--- config.mk ---
export PLATFORM = sky130hd
export DESIGN_NAME = isotp_segmented_sender
export DESIGN_NICKNAME = d
export VERILOG_FILES = /design/src/rtl/isotp_pkg.sv /design/src/rtl/isotp_segmented_sender.sv /design/src/rtl/isotp_ctrl.sv /design/src/rtl/isotp_dp.sv
export SDC_FILE = /design/constraint.sdc
export NUM_CORES = 2
export LEC_CHECK = 0
export ABC_AREA = 1
export BUFFER_PORTS_ARGS = -buffer_cell sky130_fd_sc_hd__buf_4
export CORE_ASPECT_RATIO = 1.2
export CORE_MARGIN = 10
export CORE_UTILIZATION = 60
export CTS_CLUSTER_SIZE = 8
export DETAILED_ROUTE_END_ITERATION = 10
export PLACE_DENSITY = 0.76
export SLEW_MARGIN = 20
export SYNTH_ARGS = -nofsm -noshare
export SYNTH_HDL_FRONTEND = slang
export SYNTH_SLANG_ARGS = --single-unit
--- constraint.sdc ---
create_clock -name clk_i -period 7 [get_ports clk_i]
set_input_delay 0.7 -clock clk_i [delete_from_list [all_inputs] [get_ports clk_i]]
set_output_delay 0.7 -clock clk_i [all_outputs]
set_load 0.02 [all_outputs]
--- src/rtl/isotp_pkg.sv ---
package isotp_pkg;

  parameter int MsgBytesDefault = 256;
  parameter int MaxFrames       = 36;

  parameter logic [7:0] HdrFirst  = 8'h10;
  parameter logic [3:0] HdrConsec = 4'h2;
  parameter logic [7:0] HdrFlow   = 8'h30;

  typedef enum logic [2:0] {
    OpLoad   = 3'd0,
    OpStart  = 3'd1,
    OpFlowRx = 3'd2,
    OpTick   = 3'd3,
    OpSendFc = 3'd4
  } op_e;

  typedef enum logic [1:0] {
    FkSingle,
    FkFirst,
    FkConsec,
    FkFlow
  } frame_kind_e;

  typedef struct packed {
    logic        store_wr;
    logic        fc_capture;
    logic        sep_dec;
    logic        tick_reload;
    logic        start_init;
    logic        frame_init;
    frame_kind_e frame_kind;
    logic        fill;
  } cmd_t;

  typedef struct packed {
    logic pacing;
    logic sep_zero;
    logic stat_go;
    logic bs_zero;
    logic bc_lt_bs;
    logic more;
    logic short_len;
    logic slot_last;
  } stat_t;

endpackage

--- src/rtl/isotp_segmented_sender.sv ---
// Load, flow-control beats and tick beats that send nothing leave the block idle; busy_o stays low.
// A start or sending tick fills the frame's payload slots in turn (one store read per payload
// byte), then passes the drain state before the frame is shown. Burst frames follow the same way.
// busy_o drops the cycle after the last frame; a flow-control frame appears the cycle
// after its beat. frame_valid_o lasts one cycle and the receiver cannot stall it.
// Reset clears all control state; message store contents stay undefined until loaded.
module isotp_segmented_sender #(
  parameter int MsgBytes = isotp_pkg::MsgBytesDefault
) (
  input  logic       clk_i,
  input  logic       rst_ni,
  input  logic       start_i,
  output logic       busy_o,
  input  logic [2:0] operation_i,
  input  logic [7:0] byte_index_i,
  input  logic [7:0] byte_value_i,
  input  logic [7:0] message_length_i,
  input  logic [3:0] fc_status_i,
  input  logic [7:0] fc_blocks_i,
  input  logic [7:0] separation_time_i,
  output logic       frame_valid_o,
  output logic [7:0] frame_byte0_o,
  output logic [7:0] frame_byte1_o,
  output logic [7:0] frame_byte2_o,
  output logic [7:0] frame_byte3_o,
  output logic [7:0] frame_byte4_o,
  output logic [7:0] frame_byte5_o,
  output logic [7:0] frame_byte6_o,
  output logic [7:0] frame_byte7_o,
  output logic       last_frame_o
);

  isotp_pkg::cmd_t  cmd;
  isotp_pkg::stat_t stat;

  isotp_ctrl u_ctrl (
    .clk_i         (clk_i),
    .rst_ni        (rst_ni),
    .start_i       (start_i),
    .operation_i   (operation_i),
    .stat_i        (stat),
    .cmd_o         (cmd),
    .busy_o        (busy_o),
    .frame_valid_o (frame_valid_o),
    .last_frame_o  (last_frame_o)
  );

  isotp_dp #(
    .MsgBytes (MsgBytes)
  ) u_dp (
    .clk_i             (clk_i),
    .rst_ni            (rst_ni),
    .cmd_i             (cmd),
    .byte_index_i      (byte_index_i),
    .byte_value_i      (byte_value_i),
    .message_length_i  (message_length_i),
    .fc_status_i       (fc_status_i),
    .fc_blocks_i       (fc_blocks_i),
    .separation_time_i (separation_time_i),
    .stat_o            (stat),
    .frame_byte0_o     (frame_byte0_o),
    .frame_byte1_o     (frame_byte1_o),
    .frame_byte2_o     (frame_byte2_o),
    .frame_byte3_o     (frame_byte3_o),
    .frame_byte4_o     (frame_byte4_o),
    .frame_byte5_o     (frame_byte5_o),
    .frame_byte6_o     (frame_byte6_o),
    .frame_byte7_o     (frame_byte7_o)
  );

endmodule

--- src/rtl/isotp_ctrl.sv ---
module isotp_ctrl (
  input  logic             clk_i,
  input  logic             rst_ni,
  input  logic             start_i,
  input  logic [2:0]       operation_i,
  input  isotp_pkg::stat_t stat_i,
  output isotp_pkg::cmd_t  cmd_o,
  output logic             busy_o,
  output logic             frame_valid_o,
  output logic             last_frame_o
);

  typedef enum logic [1:0] {
    StIdle,
    StFill,
    StDrain,
    StEmit
  } state_e;

  localparam logic [5:0] CntLast = 6'(isotp_pkg::MaxFrames - 1);

  state_e     state_q, state_d;
  logic       multi_q, multi_d;
  logic [5:0] cnt_q, cnt_d;
  logic       last_q, last_d;
  logic       accept;

  assign accept = start_i && (state_q == StIdle);

  always_comb begin
    cmd_o      = '0;
    cmd_o.frame_kind = isotp_pkg::FkConsec;
    state_d    = state_q;
    multi_d    = multi_q;
    cnt_d      = cnt_q;
    last_d     = last_q;
    case (state_q)
      StIdle: begin
        if (accept) begin
          last_d = 1'b1;
          case (isotp_pkg::op_e'(operation_i))
            isotp_pkg::OpLoad: begin
              cmd_o.store_wr = 1'b1;
            end
            isotp_pkg::OpStart: begin
              cmd_o.start_init = 1'b1;
              cmd_o.frame_init = 1'b1;
              cmd_o.frame_kind = stat_i.short_len ? isotp_pkg::FkSingle : isotp_pkg::FkFirst;
              multi_d = 1'b0;
              state_d = StFill;
            end
            isotp_pkg::OpFlowRx: begin
              cmd_o.fc_capture = 1'b1;
            end
            isotp_pkg::OpTick: begin
              if (stat_i.pacing) begin
                if (!stat_i.sep_zero) begin
                  cmd_o.sep_dec = 1'b1;
                end else begin
                  cmd_o.tick_reload = 1'b1;
                  if (stat_i.stat_go && (stat_i.bs_zero || stat_i.bc_lt_bs) && stat_i.more) begin
                    cmd_o.frame_init = 1'b1;
                    cmd_o.frame_kind = isotp_pkg::FkConsec;
                    multi_d = stat_i.bs_zero;
                    cnt_d   = '0;
                    state_d = StFill;
                  end
                end
              end
            end
            isotp_pkg::OpSendFc: begin
              cmd_o.frame_init = 1'b1;
              cmd_o.frame_kind = isotp_pkg::FkFlow;
              state_d = StEmit;
            end
            default: begin
            end
          endcase
        end
      end
      StFill: begin
        cmd_o.fill = 1'b1;
        if (stat_i.slot_last) begin
          state_d = StDrain;
        end
      end
      StDrain: begin
        last_d  = !multi_q || !stat_i.more || (cnt_q == CntLast);
        state_d = StEmit;
      end
      StEmit: begin
        if (multi_q && stat_i.more && (cnt_q != CntLast)) begin
          cmd_o.frame_init = 1'b1;
          cmd_o.frame_kind = isotp_pkg::FkConsec;
          cnt_d   = cnt_q + 6'd1;
          state_d = StFill;
        end else begin
          state_d = StIdle;
        end
      end
      default: begin
        state_d = StIdle;
      end
    endcase
  end

  always_ff @(posedge clk_i or negedge rst_ni) begin
    if (!rst_ni) begin
      state_q <= StIdle;
      multi_q <= 1'b0;
      cnt_q   <= '0;
      last_q  <= 1'b0;
    end else begin
      state_q <= state_d;
      multi_q <= multi_d;
      cnt_q   <= cnt_d;
      last_q  <= last_d;
    end
  end

  assign busy_o        = (state_q != StIdle);
  assign frame_valid_o = (state_q == StEmit);
  assign last_frame_o  = last_q;

endmodule

--- src/rtl/isotp_dp.sv ---
module isotp_dp #(
  parameter int MsgBytes = isotp_pkg::MsgBytesDefault
) (
  input  logic             clk_i,
  input  logic             rst_ni,
  input  isotp_pkg::cmd_t  cmd_i,
  input  logic [7:0]       byte_index_i,
  input  logic [7:0]       byte_value_i,
  input  logic [7:0]       message_length_i,
  input  logic [3:0]       fc_status_i,
  input  logic [7:0]       fc_blocks_i,
  input  logic [7:0]       separation_time_i,
  output isotp_pkg::stat_t stat_o,
  output logic [7:0]       frame_byte0_o,
  output logic [7:0]       frame_byte1_o,
  output logic [7:0]       frame_byte2_o,
  output logic [7:0]       frame_byte3_o,
  output logic [7:0]       frame_byte4_o,
  output logic [7:0]       frame_byte5_o,
  output logic [7:0]       frame_byte6_o,
  output logic [7:0]       frame_byte7_o
);

  localparam int         AddrW  = $clog2(MsgBytes);
  localparam logic [9:0] MsgLim = 10'(MsgBytes);

  logic [7:0] mem [MsgBytes];

  logic [7:0] total_q;
  logic [8:0] ptr_q;
  logic [3:0] seq_q;
  logic [7:0] bc_q;
  logic [9:0] sep_q;
  logic       pacing_q;
  logic [3:0] pstat_q;
  logic [7:0] pbs_q;
  logic [7:0] psep_q;
  logic [2:0] slot_q;
  logic       pend_q;
  logic       pend_ok_q;
  logic [2:0] pend_slot_q;
  logic [7:0] rd_q;
  logic [7:0] frame_q [8];

  logic [8:0] wr_idx;
  logic       wr_en;
  logic       more;
  logic       rd_en;
  logic [3:0] seq_nx;
  logic [7:0] bc_nx;
  logic [9:0] sep_dec;

  assign wr_idx = {1'b0, byte_index_i};
  assign wr_en  = cmd_i.store_wr && ({1'b0, wr_idx} < MsgLim);
  assign more   = {1'b0, ptr_q} < {2'b00, total_q};
  assign rd_en  = cmd_i.fill && more && ({1'b0, ptr_q} < MsgLim);
  assign seq_nx = seq_q + 4'd1;
  assign bc_nx  = bc_q + 8'd1;

  always_comb begin
    if (psep_q > 8'd240 && psep_q < 8'd250) begin
      sep_dec = 10'(psep_q[3:0]) * 10'd100;
    end else if (!psep_q[7]) begin
      sep_dec = {3'b000, psep_q[6:0]};
    end else begin
      sep_dec = '0;
    end
  end

  always_ff @(posedge clk_i) begin
    if (wr_en) begin
      mem[wr_idx[AddrW-1:0]] <= byte_value_i;
    end
    if (rd_en) begin
      rd_q <= mem[ptr_q[AddrW-1:0]];
    end
  end

  always_ff @(posedge clk_i or negedge rst_ni) begin
    if (!rst_ni) begin
      total_q     <= '0;
      ptr_q       <= '0;
      seq_q       <= '0;
      bc_q        <= '0;
      sep_q       <= '0;
      pacing_q    <= 1'b0;
      pstat_q     <= '0;
      pbs_q       <= '0;
      psep_q      <= '0;
      slot_q      <= '0;
      pend_q      <= 1'b0;
      pend_ok_q   <= 1'b0;
      pend_slot_q <= '0;
    end else begin
      pend_q    <= cmd_i.fill;
      pend_ok_q <= rd_en;
      if (cmd_i.fill) begin
        pend_slot_q <= slot_q;
        slot_q      <= slot_q + 3'd1;
        if (more) begin
          ptr_q <= ptr_q + 9'd1;
        end
      end
      if (cmd_i.start_init) begin
        total_q <= message_length_i;
        ptr_q   <= '0;
        seq_q   <= '0;
        bc_q    <= '0;
        sep_q   <= '0;
      end
      if (cmd_i.fc_capture) begin
        pstat_q  <= fc_status_i;
        pbs_q    <= fc_blocks_i;
        psep_q   <= separation_time_i;
        pacing_q <= 1'b1;
        bc_q     <= '0;
      end
      if (cmd_i.sep_dec) begin
        sep_q <= sep_q - 10'd1;
      end
      if (cmd_i.tick_reload) begin
        sep_q <= sep_dec;
        if (pstat_q == 4'd0 && pbs_q != 8'd0 && bc_q < pbs_q) begin
          if (bc_nx == pbs_q) begin
            pacing_q <= 1'b0;
            bc_q     <= '0;
          end else begin
            bc_q <= bc_nx;
          end
        end
      end
      if (cmd_i.frame_init) begin
        case (cmd_i.frame_kind)
          isotp_pkg::FkFirst:  slot_q <= 3'd2;
          default:             slot_q <= 3'd1;
        endcase
        if (cmd_i.frame_kind == isotp_pkg::FkConsec) begin
          seq_q <= seq_nx;
        end
      end
    end
  end

  always_ff @(posedge clk_i) begin
    if (cmd_i.frame_init) begin
      for (int i = 1; i < 8; i++) begin
        frame_q[i] <= 8'h00;
      end
      case (cmd_i.frame_kind)
        isotp_pkg::FkSingle: begin
          frame_q[0] <= message_length_i;
        end
        isotp_pkg::FkFirst: begin
          frame_q[0] <= isotp_pkg::HdrFirst;
          frame_q[1] <= message_length_i;
        end
        isotp_pkg::FkConsec: begin
          frame_q[0] <= {isotp_pkg::HdrConsec, seq_nx};
        end
        default: begin
          frame_q[0] <= isotp_pkg::HdrFlow;
        end
      endcase
    end else if (pend_q) begin
      frame_q[pend_slot_q] <= pend_ok_q ? rd_q : 8'h00;
    end
  end

  assign stat_o.pacing    = pacing_q;
  assign stat_o.sep_zero  = (sep_q == 10'd0);
  assign stat_o.stat_go   = (pstat_q == 4'd0);
  assign stat_o.bs_zero   = (pbs_q == 8'd0);
  assign stat_o.bc_lt_bs  = (bc_q < pbs_q);
  assign stat_o.more      = more;
  assign stat_o.short_len = (message_length_i <= 8'd7);
  assign stat_o.slot_last = (slot_q == 3'd7);

  assign frame_byte0_o = frame_q[0];
  assign frame_byte1_o = frame_q[1];
  assign frame_byte2_o = frame_q[2];
  assign frame_byte3_o = frame_q[3];
  assign frame_byte4_o = frame_q[4];
  assign frame_byte5_o = frame_q[5];
  assign frame_byte6_o = frame_q[6];
  assign frame_byte7_o = frame_q[7];

endmodule
---- Word-level counts from Yosys, hierarchy flattened ----
Memory sizes are Yosys's and may differ from the RTL's. A register that Yosys moved wholly into a read port is not among the register bits.
Index checks and enable logic that the tools add are counted.
operators by class
  add/sub/neg operators ................... 6
  $mul .................................... 1
  magnitude comparators ................... 7
  equality and inequality tests ........... 27
  multiplexer cells ....................... 88
  bitwise logic cells ..................... 4
  reductions and logical operators ........ 38
operators by type and width
  kind                     count
  $mux W8                  12
  $mux W10                 4
  $mux W1                  36
  $mux W6                  6
  $mux W9                  3
  $mux W3                  7
  $mux W2                  8
  $ne A2 B1 Y1 const B     7
  $reduce_bool A2 Y1       7
  $mux W4                  3
  $pmux W6 S2              1
  $reduce_and A6 Y1        2
  $logic_and A1 B1 Y1      11
  $logic_not A10 Y1        1
  $sub A10 B1 Y10 const B  1
  $add A9 B1 Y9 const B    1
  $lt A8 B9 Y1 const B     1
  $lt A9 B8 Y1             1
  $lt A9 B9 Y1 const B     1
  $pmux W3 S3              1
  $add A8 B1 Y8 const B    1
  $eq A8 B8 Y1             1
  $gt A8 B8 Y1 const B     1
  $le A8 B3 Y1 const B     1
  36 further kinds         53
storage, ports and cells
  register bits after elaboration ......... 78
  bits in writable memories ............... 2112
  input port bits ......................... 50
  output and inout port bits .............. 67
  logic and storage cells ................. 190
  memories ................................ 2
memory list
  memory        depth  bits a word  read ports  clocked after memory_dff  wr ports  RTL line        text
  u_dp.mem      256    8            1           1                         1         isotp_dp.sv:27  logic [7:0] mem [MsgBytes];
  u_dp.frame_q  8      8            8           0                         8         isotp_dp.sv:43  logic [7:0] frame_q [8];

---- Depth between registers and ports, before layout ----
  word-level depth ........................ 17
  mapped depth ............................ 20
  depth with buffers taken out ............ 19

---- Modules after synthesis ----
Synthesis repeated with hierarchy kept, for this count alone.
second synthesis, totals
  cell total of the unflattened synthesis .. 8782
  area total of the unflattened synthesis .. 93838.7 sq um
by module, submodules not included
  module      times used  cells each  area each (sq um)  seq. area each (sq um)
  isotp_dp    1           8659        93004.2            65362.7
  isotp_ctrl  1           123         834.6              250.2

---- Worst setup path before layout ----
OpenSTA, ideal clock, no wires.
  path kind ............................... register to register
  start ................................... reg u_ctrl.state_q[0]
  end ..................................... mem u_dp.mem[184][0] (enable)
  setup time .............................. 0.395 ns
  data arrival time ....................... 2.249 ns
  required time ........................... 6.605 ns
  path slack .............................. 4.356 ns
  cell stages (with the launch flop) ...... 9
  path buffers ............................ 0
  clock period less this slack ............ 2.644 ns
  cell sequence ........................... dfrtp_1 > inv_1 > ha_1 > nand2_2 > nor2_1 > nand2_1 > inv_1 > nand3_1 > nor4_1
between the ends
  cells in the longest elaborated chain, start to end .. 7
ends and longest elaborated chain
  item                             RTL line                            text
  start: declaration               isotp_ctrl.sv:22                    state_e state_q, state_d;
  start signal: assignment         isotp_ctrl.sv:109                   state_q <= StIdle;
  start signal: assignment         isotp_ctrl.sv:114                   state_q <= state_d;
  $logic_not A2 Y1 *               isotp_ctrl.sv:28, isotp_ctrl.sv:37
  $logic_and A1 B1 Y1              isotp_ctrl.sv:28                    assign accept = start_i && (state_q == StIdle);
  $mux W8                          isotp_ctrl.sv:39                    if (accept) begin
  $mux W5 *                        isotp_ctrl.sv:37                    case (state_q)
  $logic_and A1 B1 Y1 *            isotp_dp.sv:54                      assign wr_en = cmd_i.store_wr && ({1'b0, wr_idx} < MsgLim);
  $mux W1 *                        isotp_dp.sv:71                      if (wr_en) begin
  $mux W1 (not written as such) *  isotp_dp.sv:72                      mem[wr_idx[AddrW-1:0]] <= byte_value_i;
  end: declaration                 isotp_dp.sv:27
Every way passes the cells marked *; elsewhere a longest branch is shown, timed or not.

==> results.md <==
* GRT Overall Usage at 28.6%
* Share of async-settable or async-resettable flops after synthesis at 3.55%
* CTS sink cnt at 2198
* Quantity of I/O buffers inserted on ports at 116
* Gp weighted congestion at 0.934
* Fraction of final layout cells with drive strength greater than 1 at 8.41%
* Transition time of the tightest slew-check pin at 1.14 ns
* Final antenna-violating net count at 0
* Max VDD drop at 0.000356 V
* Die boundary height at 442 um
* Via count of the first global-routing pass at 58.1k
* Adder-cell area share of the yosys netlist at 0.528%
* Main flop type after synthesis: sky130_fd_sc_hd__edfxtp_1
* Antenna violations before repair at 3
* Critical Path Fanout Max at 71
* Routed wire length at 242000 um
* Layout Skew at 0.0448 ns
* Number of enable flip-flop cells after synthesis at 2120
* Total number of yosys warnings at 0
* Mux contribution to synthesized area at 0.0758%
* Crit. End Element: flip-flop
* Setup repair after global routing missed its margin: no
* Total Nets Final at 7237
* Setup total negative slack at 0 ns
* TritonCTS clock tree: yes
* Largest net degree at the start of global routing at 197
* WL per Instance at 26.4 um
* Wire length of the first global-routing pass at 359000 um
* Num CTS Buffers at 325
* Required time of the worst setup path at 7.59 ns
* Area fraction in and, or, nand and nor cells after synthesis at 11.4%
* Number of different library cells in the post-synthesis netlist at 51
* CP arrival at 4.97 ns
* Number of cell rows at 154
* Hold Crit Class: input port to flip-flop
* Startpoint-to-endpoint class of the critical path: flip-flop to flip-flop
* Startpoint type of the worst setup path: flip-flop
* Share of the cycle needed by the critical path after routing at 62.6%
* Effective utilization at floorplan at 60.5%
* Run status: finished clean
* Count of pins on the block boundary at 117
* Insertion delay of the later-clocked pin in the worst-skew pair at 0.93 ns
* Per-instance average area after synthesis at 12.5 um^2
* Floorplan core area at 0.147 mm^2
* Total count of hold-check failures in the final report at 0
* Max-Slew Margin vs Limit at 24.3%
* H-Tree Level Count at 5
* Sum of overflow across all layers after global routing at 0
* Count of final max-slew check failures at 0
* Area growth, synth to finish at 11.6%
* Pwr dens at 409 mW/mm^2
* Number of register bits inferred by synthesis at 2198
* Clock slew at reported path FFs at 0.05 ns
* Pre-antenna DRT Iters at 8
* Floorplan die area at 0.164 mm^2
* Fmax achieved at 0.228 GHz
* Via count normalized by instance count at 6.54
* Final-report setup violation count at 0
* Syn nets at 7196
* Slack of the worst reg-to-reg path at 2.62 ns
* Post-synthesis compound-gate area fraction at 11.0%
* Leading cell type in the layout, fill and taps excluded: sky130_fd_sc_hd__edfxtp_1
* Maximum clock path buffer count at 4
* Register area share after synthesis at 73.6%
* Final core utilization at 67.6%
* Count of unresolved DRC violations after routing at 0
* Max-cap violation count at 0
* Chip width at 372 um
* Xor/xnor cell area share of the yosys netlist at 0.197%
* Most frequent cells in the layout: 2120 x sky130_fd_sc_hd__edfxtp_1, 1577 x sky130_fd_sc_hd__nor2_1, 1015 x sky130_fd_sc_hd__o21ai_0, 478 x sky130_fd_sc_hd__nand2_1, 357 x sky130_fd_sc_hd__nand3_1
* Final critical-path required period at 4.38 ns
* Post-synthesis instance total at 7109
* Detailed placement HPWL at 133000 um
* Dominant combinational cell family by area after synthesis: simple AND/OR/NAND/NOR gates
* Count of vias placed by the detailed router at 59.9k
* CTS Root Cell: sky130_fd_sc_hd__clkbuf_16
* Leakage power summed over all cells at 32.6 nW
* Iteration-0 DRC count of the detailed router at 8981
* Netlist Area Pre-Place at 0.0891 mm^2
flip-flops by register name, indices dropped and copies added (netlist names), 6 cells and up:
register	flops
u_dp.rd_q	8
u_dp.psep_q	8
u_dp.mem	2048
u_dp.total_q	8
u_dp.frame_q	64
u_dp.sep_q	10
u_ctrl.cnt_q	6
u_dp.ptr_q	9
u_dp.bc_q	8
u_dp.pbs_q	8
final timing paths:
kind	start	end	cells past startpoint
worst max register to register	u_dp.ptr_q[2]	u_dp.frame_q[7][2]	16
worst min register to register	u_dp.total_q[0]	u_dp.total_q[0]	2
worst max-delay path	u_dp.ptr_q[2]	u_dp.frame_q[7][2]	16
max in group asynchronous	rst_ni	u_dp.ptr_q[1]	3
min in group asynchronous	rst_ni	u_dp.sep_q[3]	2
worst min-delay path	fc_status_i[3]	u_dp.pstat_q[3]	2
layer usage:
metal | share of wire, % | routed length (um) | vias to the layer above | global-route usage, %
met2 | 48 | 116000 | 4082 | 45.8
met4 | 5.7 | 13700 | 4 | 15.0
met1 | 35 | 84200 | 29200 | 36.6
li1 | - | - | 25900 | -
met5 | 0.010 | 25 | - | 0
met3 | 11 | 27600 | 729 | 6.33
cell usage after synthesis, drive strengths merged (4+ instances only):
library cell	number	share of area (%)
a211oi	8	0.087
a21boi	4	0.034
a21oi	132	0.74
buf	246	1.7
clkbuf	232	0.98
dfrtp	78	2.2
edfxtp	2120	71
ha	36	0.51
inv	130	0.55
mux2	6	0.076
nand2	496	2.2
nand3	359	2.0
nand4	18	0.13
nor2	1587	6.7
nor3	23	0.17
nor4	5	0.035
o211ai	209	1.8
o21ai	1064	6.0
o221ai	54	0.53
o22ai	250	1.8
or2	14	0.098
xor2	19	0.19
cell families (layout without fill, tap and decap cells):
logic type | after synthesis | count (layout)
mux | 6 | 6
flops | 2198 | 2198
fa+ha+maj | 37 | 37
buf+inv | 611 | 696
other cells | 0 | 5
compound gates | 1733 | 1733
simple gates | 2504 | 2504
xor+xnor | 20 | 20
worst max-delay path, stage by stage, from the launching register on:
cell	delay, ns
sky130_fd_sc_hd__dfrtp_4	0.94
sky130_fd_sc_hd__buf_4	0.81
sky130_fd_sc_hd__ha_1	0.39
sky130_fd_sc_hd__nand2_1	0.07
sky130_fd_sc_hd__nand2_1	0.05
sky130_fd_sc_hd__nand2_1	0.05
sky130_fd_sc_hd__nand2_1	0.06
sky130_fd_sc_hd__nand2_1	0.09
sky130_fd_sc_hd__nand3_2	0.10
sky130_fd_sc_hd__nor3_2	0.25
sky130_fd_sc_hd__nand3_1	0.21
sky130_fd_sc_hd__nand2_4	0.21
sky130_fd_sc_hd__inv_2	0.15
sky130_fd_sc_hd__nand2_4	0.11
sky130_fd_sc_hd__nor2_4	0.05
sky130_fd_sc_hd__nand2_2	0.14
sky130_fd_sc_hd__nand2_1	0.24
power breakdown:
part           total (W)  switching (W)  internal (W)  leakage [nW]
combinational     0.0121        0.00891       0.00322          8.45
sequential        0.0151       0.000353        0.0148          20.0
clock             0.0135        0.00516       0.00830          4.15
final cells by class:
cell class / instances / area [um^2]
diodes: 5 / 12.5
clock buffers: 363 / 8400
clock inverters: 8 / 80.1
fillers: 9863 / 47800
inverters: 133 / 531
multi-input cells: 4300 / 20700
flip-flops and latches: 2198 / 65600
well taps: 1950 / 2440
repair buffers: 192 / 1690
per-stage QoR:
step | total power (W) | area (um^2) | worst slack, ns | std cells | hold slack (ns)
floorplan | 0.0231 | 89100 | 4.36 | 7109 | 0.404
global placement | 0.0268 | 90900 | 2.74 | 8771 | 0.476
detailed placement | 0.0271 | 90900 | 2.72 | 8771 | 0.483
CTS | 0.0404 | 99400 | 2.72 | 9144 | 0.000239
global route | 0.0421 | 99400 | 2.46 | 9144 | 0.0349
finish | 0.0407 | 99500 | 2.62 | 9149 | 0.0406
what timing repair did:
item | in CTS | in global routing
buffers inserted | 0 | 0
hold buffers | 2 | 0
hold endpoints to repair | 15 | 0
gates resized for setup | 0 | 0
(Power assumes the default switching activity.)
